`src/hdl/m3inv_pkg.sv`:
```
// Shared types and index tables for the 3x3 matrix inverse block.
package m3inv_pkg;

  localparam int unsigned N_ELEM     = 9;
  localparam int unsigned ENTRY_BITS = 48;

  // Element indices for each cofactor k = r*3+c: cof = a*b - c*d, odd
  // positions already have their operand pairs swapped for the sign.
  localparam logic [3:0] CF_A [N_ELEM] = '{4'd4, 4'd5, 4'd3, 4'd2, 4'd0, 4'd1, 4'd1, 4'd2, 4'd0};
  localparam logic [3:0] CF_B [N_ELEM] = '{4'd8, 4'd6, 4'd7, 4'd7, 4'd8, 4'd6, 4'd5, 4'd3, 4'd4};
  localparam logic [3:0] CF_C [N_ELEM] = '{4'd5, 4'd3, 4'd4, 4'd1, 4'd2, 4'd0, 4'd2, 4'd0, 4'd1};
  localparam logic [3:0] CF_D [N_ELEM] = '{4'd7, 4'd8, 4'd6, 4'd8, 4'd6, 4'd7, 4'd4, 4'd5, 4'd3};

  // Transpose: output entry (i,j) uses cofactor (j,i).
  localparam logic [3:0] TR [N_ELEM] = '{4'd0, 4'd3, 4'd6, 4'd1, 4'd4, 4'd7, 4'd2, 4'd5, 4'd8};

  typedef struct packed {
    logic       load;
    logic [3:0] load_idx;
    logic       minor_en;
    logic [3:0] minor_idx;
    logic       det_clr;
    logic       det_en;
    logic [3:0] det_idx;
    logic       det_fin;
    logic       div_init;
    logic [3:0] ent_idx;
    logic       div_step;
    logic       emit;
    logic       emit_last;
  } dp_cmd_t;

endpackage

```
`src/hdl/m3inv_dp.sv`:
```
// Datapath: element store, cofactor and determinant MACs, serial divider, output register.
module m3inv_dp #(
  parameter int unsigned E = 16,
  parameter int unsigned F = 16
) (
  input  logic                              clk,
  input  logic                              rst_n,
  input  m3inv_pkg::dp_cmd_t                cmd,
  input  logic [E-1:0]                      in_element,
  output logic                              out_valid,
  output logic [m3inv_pkg::ENTRY_BITS-1:0]  out_inverse_entry,
  output logic                              out_singular,
  output logic                              out_last
);

  localparam int unsigned CW = 2*E + 1;
  localparam int unsigned PW = E + CW;
  localparam int unsigned AW = PW + 2;
  localparam int unsigned NW = CW + F;
  localparam int unsigned OW = m3inv_pkg::ENTRY_BITS;
  localparam int unsigned XW = NW + OW;

  logic signed [E-1:0]    elem_r [m3inv_pkg::N_ELEM];
  logic signed [CW-1:0]   cof_r  [m3inv_pkg::N_ELEM];
  logic signed [2*E-1:0]  pa_r, pc_r;
  logic                   mv_r;
  logic [3:0]             midx_r;
  logic signed [PW-1:0]   dprod_r;
  logic                   dv_r;
  logic signed [AW-1:0]   acc_r;
  logic [AW-1:0]          det_r;
  logic                   dneg_r, sing_r, neg_r;
  logic [AW-1:0]          rem_r;
  logic [NW-1:0]          qn_r;
  logic                   out_valid_r, out_singular_r, out_last_r;
  logic [OW-1:0]          out_entry_r;

  logic signed [CW-1:0]   cof_sel;
  logic [CW-1:0]          cof_mag;
  logic [AW:0]            rem_sh, den_x;
  logic                   ge;
  logic [XW-1:0]          q_x, lim_x;
  logic [OW-1:0]          lim, sat, entry;

  assign cof_sel = cof_r[m3inv_pkg::TR[cmd.ent_idx]];
  assign cof_mag = cof_sel[CW-1] ? CW'(-cof_sel) : CW'(cof_sel);

  assign rem_sh = {rem_r, qn_r[NW-1]};
  assign den_x  = {1'b0, det_r};
  assign ge     = rem_sh >= den_x;

  // saturate the quotient magnitude; negative side reaches one further
  assign lim   = neg_r ? {1'b1, {(OW-1){1'b0}}} : {1'b0, {(OW-1){1'b1}}};
  assign q_x   = XW'(qn_r);
  assign lim_x = XW'(lim);
  assign sat   = (q_x > lim_x) ? lim : q_x[OW-1:0];
  assign entry = sing_r ? '0 : (neg_r ? OW'(-sat) : sat);

  always_ff @(posedge clk) begin
    if (cmd.load) begin
      elem_r[cmd.load_idx] <= in_element;
    end
    if (cmd.minor_en) begin
      pa_r <= elem_r[m3inv_pkg::CF_A[cmd.minor_idx]] * elem_r[m3inv_pkg::CF_B[cmd.minor_idx]];
      pc_r <= elem_r[m3inv_pkg::CF_C[cmd.minor_idx]] * elem_r[m3inv_pkg::CF_D[cmd.minor_idx]];
      midx_r <= cmd.minor_idx;
    end
    if (mv_r) begin
      cof_r[midx_r] <= CW'(pa_r) - CW'(pc_r);
    end
    if (cmd.det_en) begin
      dprod_r <= PW'(elem_r[cmd.det_idx]) * PW'(cof_r[cmd.det_idx]);
    end
    if (cmd.det_clr) begin
      acc_r <= '0;
    end else if (dv_r) begin
      acc_r <= acc_r + AW'(dprod_r);
    end
    if (cmd.det_fin) begin
      det_r  <= acc_r[AW-1] ? AW'(-acc_r) : AW'(acc_r);
      dneg_r <= acc_r[AW-1];
      sing_r <= (acc_r == '0);
    end
    if (cmd.div_init) begin
      neg_r <= cof_sel[CW-1] ^ dneg_r;
      qn_r  <= {cof_mag, {F{1'b0}}};
      rem_r <= '0;
    end else if (cmd.div_step) begin
      rem_r <= ge ? AW'(rem_sh - den_x) : rem_sh[AW-1:0];
      qn_r  <= {qn_r[NW-2:0], ge};
    end
    if (cmd.emit) begin
      out_entry_r    <= entry;
      out_singular_r <= sing_r;
      out_last_r     <= cmd.emit_last;
    end
  end

  always_ff @(posedge clk) begin
    if (!rst_n) begin
      mv_r        <= 1'b0;
      dv_r        <= 1'b0;
      out_valid_r <= 1'b0;
    end else begin
      mv_r        <= cmd.minor_en;
      dv_r        <= cmd.det_en;
      out_valid_r <= cmd.emit;
    end
  end

  assign out_valid         = out_valid_r;
  assign out_inverse_entry = out_entry_r;
  assign out_singular      = out_singular_r;
  assign out_last          = out_last_r;

endmodule

```
`src/hdl/m3inv_ctrl.sv`:
```
// Controller: load, cofactor, determinant and per-entry divide sequencing.
module m3inv_ctrl #(
  parameter int unsigned NW = 49
) (
  input  logic               clk,
  input  logic               rst_n,
  input  logic               start,
  output logic               busy,
  output m3inv_pkg::dp_cmd_t cmd
);

  localparam int unsigned DCW = $clog2(NW + 1);

  localparam logic [2:0] S_LOAD  = 3'd0;
  localparam logic [2:0] S_MINOR = 3'd1;
  localparam logic [2:0] S_DET   = 3'd2;
  localparam logic [2:0] S_DETF  = 3'd3;
  localparam logic [2:0] S_INIT  = 3'd4;
  localparam logic [2:0] S_DIV   = 3'd5;
  localparam logic [2:0] S_EMIT  = 3'd6;

  logic [2:0]     state_r, state_nxt;
  logic [3:0]     cnt_r, cnt_nxt;
  logic [3:0]     ent_r, ent_nxt;
  logic [DCW-1:0] dcnt_r, dcnt_nxt;
  logic           accept;

  assign busy   = (state_r != S_LOAD);
  assign accept = start && !busy;

  always_comb begin
    state_nxt = state_r;
    cnt_nxt   = cnt_r;
    ent_nxt   = ent_r;
    dcnt_nxt  = dcnt_r;
    cmd       = '0;
    cmd.load_idx  = cnt_r;
    cmd.minor_idx = cnt_r;
    cmd.det_idx   = cnt_r;
    cmd.ent_idx   = ent_r;
    cmd.emit_last = (ent_r == 4'd8);
    unique case (state_r)
      S_LOAD: begin
        if (accept) begin
          cmd.load = 1'b1;
          if (cnt_r == 4'd8) begin
            cnt_nxt   = '0;
            state_nxt = S_MINOR;
          end else begin
            cnt_nxt = cnt_r + 4'd1;
          end
        end
      end
      S_MINOR: begin
        // products issued for k = 0..8, last cofactor written in the following cycle
        cmd.minor_en = (cnt_r != 4'd9);
        if (cnt_r == 4'd9) begin
          cnt_nxt   = '0;
          state_nxt = S_DET;
        end else begin
          cnt_nxt = cnt_r + 4'd1;
        end
      end
      S_DET: begin
        cmd.det_clr = (cnt_r == 4'd0);
        cmd.det_en  = (cnt_r != 4'd3);
        if (cnt_r == 4'd3) begin
          cnt_nxt   = '0;
          state_nxt = S_DETF;
        end else begin
          cnt_nxt = cnt_r + 4'd1;
        end
      end
      S_DETF: begin
        cmd.det_fin = 1'b1;
        ent_nxt     = '0;
        state_nxt   = S_INIT;
      end
      S_INIT: begin
        cmd.div_init = 1'b1;
        dcnt_nxt     = '0;
        state_nxt    = S_DIV;
      end
      S_DIV: begin
        cmd.div_step = 1'b1;
        dcnt_nxt     = dcnt_r + DCW'(1);
        if (dcnt_r == DCW'(NW - 1)) begin
          state_nxt = S_EMIT;
        end
      end
      S_EMIT: begin
        cmd.emit = 1'b1;
        if (ent_r == 4'd8) begin
          state_nxt = S_LOAD;
        end else begin
          ent_nxt   = ent_r + 4'd1;
          state_nxt = S_INIT;
        end
      end
      default: begin
        state_nxt = S_LOAD;
      end
    endcase
  end

  always_ff @(posedge clk) begin
    if (!rst_n) begin
      state_r <= S_LOAD;
      cnt_r   <= '0;
      ent_r   <= '0;
      dcnt_r  <= '0;
    end else begin
      state_r <= state_nxt;
      cnt_r   <= cnt_nxt;
      ent_r   <= ent_nxt;
      dcnt_r  <= dcnt_nxt;
    end
  end

endmodule

```
`src/hdl/matrix3x3_inverse.sv`:
```
// 3x3 matrix inverse by adjugate: top level joining controller and datapath.
//
// Load nine signed elements in row-major order, one word per cycle while busy
// is low (start high). The ninth word raises busy; the block then forms the nine
// cofactors on one shared pair of multipliers, the determinant on one multiplier,
// and divides each transposed cofactor, shifted left by FRAC_BITS, by the
// determinant in a restoring divider that retires one quotient bit a cycle, for
// NW = 2*ELEMENT_BITS + 1 + FRAC_BITS quotient bits per entry. A new matrix is
// taken only once busy falls after the ninth entry. Results come one at a time
// on out_valid, each for a single cycle; the receiver cannot stall them. A zero
// determinant gives zero entries with out_singular set; out_last marks the ninth
// entry.
module matrix3x3_inverse #(
  parameter int unsigned ELEMENT_BITS = 16,
  parameter int unsigned FRAC_BITS    = 16
) (
  input  logic                              clk,
  input  logic                              rst_n,
  input  logic                              start,
  output logic                              busy,
  input  logic [ELEMENT_BITS-1:0]           in_element,
  output logic                              out_valid,
  output logic [m3inv_pkg::ENTRY_BITS-1:0]  out_inverse_entry,
  output logic                              out_singular,
  output logic                              out_last
);

  localparam int unsigned NW = 2*ELEMENT_BITS + 1 + FRAC_BITS;

  m3inv_pkg::dp_cmd_t cmd;

  m3inv_ctrl #(
    .NW (NW)
  ) u_ctrl (
    .clk   (clk),
    .rst_n (rst_n),
    .start (start),
    .busy  (busy),
    .cmd   (cmd)
  );

  m3inv_dp #(
    .E (ELEMENT_BITS),
    .F (FRAC_BITS)
  ) u_dp (
    .clk               (clk),
    .rst_n             (rst_n),
    .cmd               (cmd),
    .in_element        (in_element),
    .out_valid         (out_valid),
    .out_inverse_entry (out_inverse_entry),
    .out_singular      (out_singular),
    .out_last          (out_last)
  );

`ifndef SYNTHESIS
  a_valid_after_busy: assert property (@(posedge clk) disable iff (!rst_n)
    out_valid |-> $past(busy))
    else $error("result word without a busy cycle before it");

  a_last_frees: assert property (@(posedge clk) disable iff (!rst_n)
    (out_valid && out_last) |-> !busy)
    else $error("still busy when last word is shown");

  a_singular_zero: assert property (@(posedge clk) disable iff (!rst_n)
    (out_valid && out_singular) |-> (out_inverse_entry == '0))
    else $error("singular matrix gave nonzero entry");

  a_busy_from_start: assert property (@(posedge clk) disable iff (!rst_n)
    $rose(busy) |-> $past(start))
    else $error("busy rose without an accepted word");
`endif

endmodule
```
`config.mk`:
```
export PLATFORM = sky130hd
export DESIGN_NAME = matrix3x3_inverse
export DESIGN_NICKNAME = d
export VERILOG_FILES = /design/src/hdl/m3inv_pkg.sv /design/src/hdl/m3inv_dp.sv /design/src/hdl/m3inv_ctrl.sv /design/src/hdl/matrix3x3_inverse.sv
export SDC_FILE = /design/constraint.sdc
export NUM_CORES = 2
export LEC_CHECK = 0
export BUFFER_PORTS_ARGS = -buffer_cell sky130_fd_sc_hd__buf_2
export CAP_MARGIN = 20
export CORE_MARGIN = 1
export CORE_UTILIZATION = 65
export CTS_CLUSTER_SIZE = 12
export DETAILED_ROUTE_END_ITERATION = 12
export GPL_TIMING_DRIVEN = 1
export PLACE_DENSITY_LB_ADDON = 0.15
export RECOVER_POWER = 100
export SKIP_CTS_REPAIR_TIMING = 1
export SLEW_MARGIN = 20
export SYNTH_ARGS = -nofsm -noshare
export SYNTH_HDL_FRONTEND = slang
export SYNTH_SLANG_ARGS = --single-unit
```
`constraint.sdc`:
```
create_clock -name clk -period 18.2 [get_ports clk]
set_clock_uncertainty 0.05 [all_clocks]
set_input_delay 1.82 -clock clk [delete_from_list [all_inputs] [get_ports clk]]
set_output_delay 1.82 -clock clk [all_outputs]
set_load 0.01 [all_outputs]
```
Word-level counts from Yosys, hierarchy flattened
Memory sizes are Yosys's and may differ from the RTL's. A register that Yosys moved wholly into a read port is not among the register bits.
Cells that the tools add are included.
{ "word_totals": {"out_inout_bits": 52, "romBits": 320, "word_cells": 130, "mem_count": 7, "input_bits": 19, "reg_bits": 392, "ram_bits": 441} }
{ "memory_table": {"columns": ["name", "depth", "width", "rd", "rd_ports_with_merged_regs", "write_ports", "line_no", "rtl"], "rows": [
  ["u_dp.cof_r", 9, 33, 2, 1, 1, "m3inv_dp.sv:24", "logic signed [CW-1:0] cof_r [m3inv_pkg::N_ELEM];"],
  ["u_dp.elem_r", 9, 16, 5, 1, 1, "m3inv_dp.sv:23", "logic signed [E-1:0] elem_r [m3inv_pkg::N_ELEM];"],
  ["(name not given)", 16, 4, 1, 0, 0, "m3inv_dp.sv:45", "assign cof_sel = cof_r[m3inv_pkg::TR[cmd.ent_idx]];"],
  ["(name not given)", 16, 4, 1, 0, 0, "m3inv_dp.sv:65", "pc_r <= elem_r[m3inv_pkg::CF_C[cmd.minor_idx]] * elem_r[m3inv_pkg::CF_D[cmd.minor_idx]];"],
  ["(name not given)", 16, 4, 1, 0, 0, "m3inv_dp.sv:65", null],
  ["(name not given)", 16, 4, 1, 0, 0, "m3inv_dp.sv:64", "pa_r <= elem_r[m3inv_pkg::CF_A[cmd.minor_idx]] * elem_r[m3inv_pkg::CF_B[cmd.minor_idx]];"],
  ["1 more memories", null, null, null, null, null, null, null]
]} }
{ "op_classes": {"reduce_logical": 13, "n_mux": 49, "n_eq_ne": 19, "add_sub_neg": 9, "n_lt_le_gt_ge": 4, "multipliers": 3, "n_bitwise": 3} }
{ "op_table": {"columns": ["operator", "n"], "rows": [
  ["$mux 48", 3],
  ["$mux 49", 2],
  ["$mux 4", 19],
  ["$mul 16x16->32", 2],
  ["$ge 52x51->1", 1],
  ["$add 51x49->51", 1],
  ["$logic_not 51->1", 1],
  ["$mux 51", 1],
  ["$neg 51->51", 1],
  ["$sub 51x51->51", 1],
  ["$mux 50", 1],
  ["$gt 49x48->1", 1],
  ["$mul 16x33->49", 1],
  ["$neg 48->48", 1],
  ["$mux 33", 1],
  ["$neg 33->33", 1],
  ["$sub 32x32->33", 1],
  ["$pmux 3 s7", 1],
  ["$mux 3", 6],
  ["$eq 4x4->1 const B", 3],
  ["$pmux 4 s3", 1],
  ["$pmux 6 s2", 1],
  ["$mux 1", 11],
  ["$ge 5x5->1 const B", 2],
  ["other kinds (23)", 36]
]} }

Longest topological paths before layout
An unclocked memory read counts as a cell.
{ "logic_depth": {"ltp_word": 8, "mapped_depth": 35, "depth_no_buf": 33} }

Cells and area by module
From an unflattened synthesis, not the netlist that was laid out.
{ "hier_totals": {"hier_cells": 8565, "area_unflattened_um2": 86422.9} }
{ "by_module_without_submodules": {"columns": ["mod", "seq_area_each_um2", "area_per_inst_um2", "cells_per_inst", "instances"], "rows": [
  ["m3inv_dp", 23292.3, 85240.5, 8415, 1],
  ["m3inv_ctrl", 340.3, 1182.4, 150, 1]
]} }

Least setup slack after synthesis
No wires, ideal clock.
{ "synth_timing": {"kind": "reg-to-reg", "from": "reg u_ctrl.cnt_r[1]", "to": "reg u_ctrl.state_r[1]", "n_path_buf": 0, "setup_slack_ps": 5286, "path_stages_with_launch": 9, "setup_ps": 128, "t_arrival_ps": 12736, "required_ps": 18022, "path_cell_list": "dfxtp_1 > inv_1 > ha_1 > nor2b_1 > a2111oi_0 > nand2b_1 > a21oi_1 > nor2_1 > nor2_1"} }
{ "synth_via": {"elab_chain_len": 3, "elab_cells_between_ends": 7, "classes_between": "6 x eq/ne; 1 x reduce/logical"} }
{ "synth_lines": {"columns": ["element", "line_no", "rtl"], "rows": [
  ["start, declared", "m3inv_ctrl.sv:23", "logic [3:0] cnt_r, cnt_nxt;"],
  ["start signal, assigned", "m3inv_ctrl.sv:114", "cnt_r <= cnt_nxt;"],
  ["$eq 4x2->1, or another cell as far along", "m3inv_ctrl.sv:67", "if (cnt_r == 4'd3) begin"],
  ["$ne 2x1->1 (no line)", null, null],
  ["$reduce_and 5->1 (no line) *", null, null],
  ["end signal, assigned", "m3inv_ctrl.sv:113", "state_r <= state_nxt;"],
  ["end, declared", "m3inv_ctrl.sv:22", "logic [2:0] state_r, state_nxt;"]
]} }
Every way passes the cells marked *; elsewhere a longest branch is shown, timed or not.
A chain may end at the register's enable or synchronous reset.

==> qor.yml <==
status:
  status: "finished with violations"
  violations: "max-capacitance violations, max-slew violations"
grt:
  grt_usage: 0.361
  grt_pass1_vias: 65732
  grt_overflow: 0
  grt_pass1_wl_um: 368000
  grt_max_degree: 74
  antenna_found_initial: 5
placement:
  portBuffers: 70
  gp_congestion: 0.977
  place_hpwl_um: 176000
yosys:
  syn_inst: 8455
  netlist_area_um2: 85700
  synth_ff_type: "edfxtp_1"
  synth_top_area_share: 0.244
  synth-edff-count: 695
  yosys_warnings: 0
  yosysTopAreaCell: "edfxtp_1"
  synth_area_leaders: "edfxtp_1, fa_1, ha_1, mux4_2, inv_1"
  async_reset_ff_frac: 0
  synth_top_family_by_area: "adder cells"
  synth_adder_area_share: 0.309
  synth.distinct_cells: 99
  synth-compound-area-share: 0.0964
  ys_seq_elements: 837
  seq_area_frac_synth: 0.277
  synth_nets: 9976
  syn_avg_cell_area_um2: 10.1
  synthSimpleGateAreaFrac: 0.122
  synthMuxAreaShare: 0.0862
  synthXorXnorAreaFrac: 0.0321
routing:
  drt-total-wl_um: 236000
  wl_met3_um: 22200
  final_antenna_net_count: 0
  drt_pre_antenna_iters: 6
  drt_iter0_drc: 6334
  dr.max_layer_used: "met5"
  wl_per_cell_um: 23.0
  dr_total_vias: 63952
  drcViolationCount: 0
  wl_met2_um: 112000
  via_per_inst: 6.25
  wirelength_met1_um: 86700
final_layout:
  final_cell_mix: "inv_1, fa_1, nand2_1"
  seq_area_um2: 23700
  areaGrowthSynthToFinish_pct: 6.26
  fin_nets: 9933
  drive_gt1_frac: 0.0727
  final_common_cell: "inv_1"
  fillers: 9803
  multi_input_area_um2: 55600
timing:
  tightest_slew_ns: 4.02
  slew_headroom: -1.68
  finalSetupViolations: 0
  clock.fmax_mhz: 78.3
  drv_slew: 1497
  hold_viol_final: 0
  min_period_over_period: 0.702
  rsz0062_at_grt: "false"
  final.setup.tns_ns: 0
  fin_crit_ns: 12.78
cts:
  cts.sinks: 837
  clk_pin_slew_ns: 0.05
  cts_buffer_depth: 3
  clockRootBuffer: "clkbuf_16"
  h-tree-depth: 3
  cts_buffers: 93
  clk_latency_ns: 0.74
  cts_tree: "built"
floorplanning:
  die_h_um: 365
  io_pins: 71
  core_um2: 130000
  placementRows: 132
  die_x_um: 365
  initial_core_util: 0.658
  die-area_um2: 133000
job:
  cap_violations: 43
setup_path:
  path_class: "flip-flop to flip-flop"
  crit_path_start_kind: "flip-flop"
  worstPathRequired_ns: 18.60
  end_kind: "flip-flop"
  arrival_ns: 13.18
  path_max_fanout: 33
min_path:
  hold_start: "u_dp.rem_r[23]$_SDFFE_PP0P_"
  hold_class: "flip-flop to flip-flop"
## area by class of cell
type                            instances  area share
Timing Repair Buffer                  219      0.0135
Antenna cell                            5    0.000137
Multi-Input combinational cell       5876       0.610
Tap cell                             1742      0.0239
Inverter                             1385      0.0571
Clock inverter                         40     0.00540
Clock buffer                          131      0.0289
Sequential cell                       837       0.261
## per-stage QoR
stage,utilization,cells,worst slack [ns],hold slack [ns],instance area [µm²]
floorplan,-,8455,5.29,0.356,85700
global placement,0.678,10058,8.37,0.404,88300
detailed placement,0.678,10058,8.06,0.404,88300
CTS,0.702,10229,8.00,0.416,91400
global route,0.700,10232,4.52,0.455,91100
finish,0.700,10235,5.42,0.416,91100
## critical path: stages, from the launching register on
cell and delay, ns:
dfxtp_1 1.43, clkbuf_1 1.95, mux4_2 0.70, mux2i_1 0.14, nor2_1 0.08, a21oi_4 0.13
clkbuf_1 1.71, nor2_1 0.52, ha_1 0.49, fa_1 0.50, inv_1 0.06, fa_1 0.53
inv_1 0.05, fa_1 0.45, ha_1 0.21, a2111oi_0 0.59, o31a_1 0.32, nor4_1 0.10
a211oi_1 0.53, o31ai_1 0.25, a21oi_1 0.29, o2111ai_1 0.20, a2111oi_0 0.67, or2_2 0.24
o21ai_0 0.09, xor2_1 0.15
## layer usage
| layer | vias to the layer above | GRT usage |
|---|---|---|
| met1 | 31629 | 0.451 |
| met4 | 2 | 0.195 |
| li1 | 28214 | - |
| met3 | 655 | 0.0706 |
| met2 | 3452 | 0.597 |
| met5 | - | 0 |
## cell families after synthesis
kind of cell / Yosys count
flip-flops: 837
XOR/XNOR: 314
buffers and inverters: 1742
AO/OA/AOI/OAI: 1308
multiplexers: 433
AND/OR/NAND/NOR: 2319
adder cells (fa/ha/maj): 1502
## state kept, by name (all words and copies together), names as in the netlist, 3 cells and up, named ones only
register,count
u_ctrl.dcnt_r,6
u_dp.pa_r,32
u_dp.cof_r,297
u_ctrl.ent_r,4
u_dp.dprod_r,49
u_dp.midx_r,4
u_dp.pc_r,32
u_ctrl.state_r,3
u_dp.acc_r,51
u_ctrl.cnt_r,4
u_dp.elem_r,144
u_dp.qn_r,49
u_dp.out_inverse_entry,48
u_dp.rem_r,51
u_dp.det_r,51
## synthesized netlist by cell type (41+ instances only)
cell type / count
nor3_1: 92
clkbuf_1: 290
a31oi_1: 49
ha_1: 475
xor2_1: 81
o21ai_0: 306
fa_1: 1027
or2_2: 41
and2_1: 111
a21o_1: 139
mux4_2: 239
inv_1: 1384
o21a_1: 52
a211oi_1: 57
mux2i_1: 177
a21oi_1: 354
nand3_1: 95
nor2b_1: 90
nand2b_1: 93
edfxtp_1: 695
dfxtp_1: 142
nand2_1: 901
xnor2_1: 233
nor2_1: 696
## path summary, 6_finish.rpt
kind                                 endpoint  slack, ns  cells past startpoint
hold / removal    u_dp.rem_r[23]$_SDFFE_PP0P_       0.42                      2
setup / recovery   u_dp.dprod_r[46]$_DFFE_PP_       5.42                     25
hold reg to reg   u_dp.rem_r[23]$_SDFFE_PP0P_       0.42                      2
setup reg to reg   u_dp.dprod_r[46]$_DFFE_PP_       5.42                     25
Power is left out: the tool's default activity adds up to more than one toggle a clock period on the data nets, which glitch-free logic cannot reach.
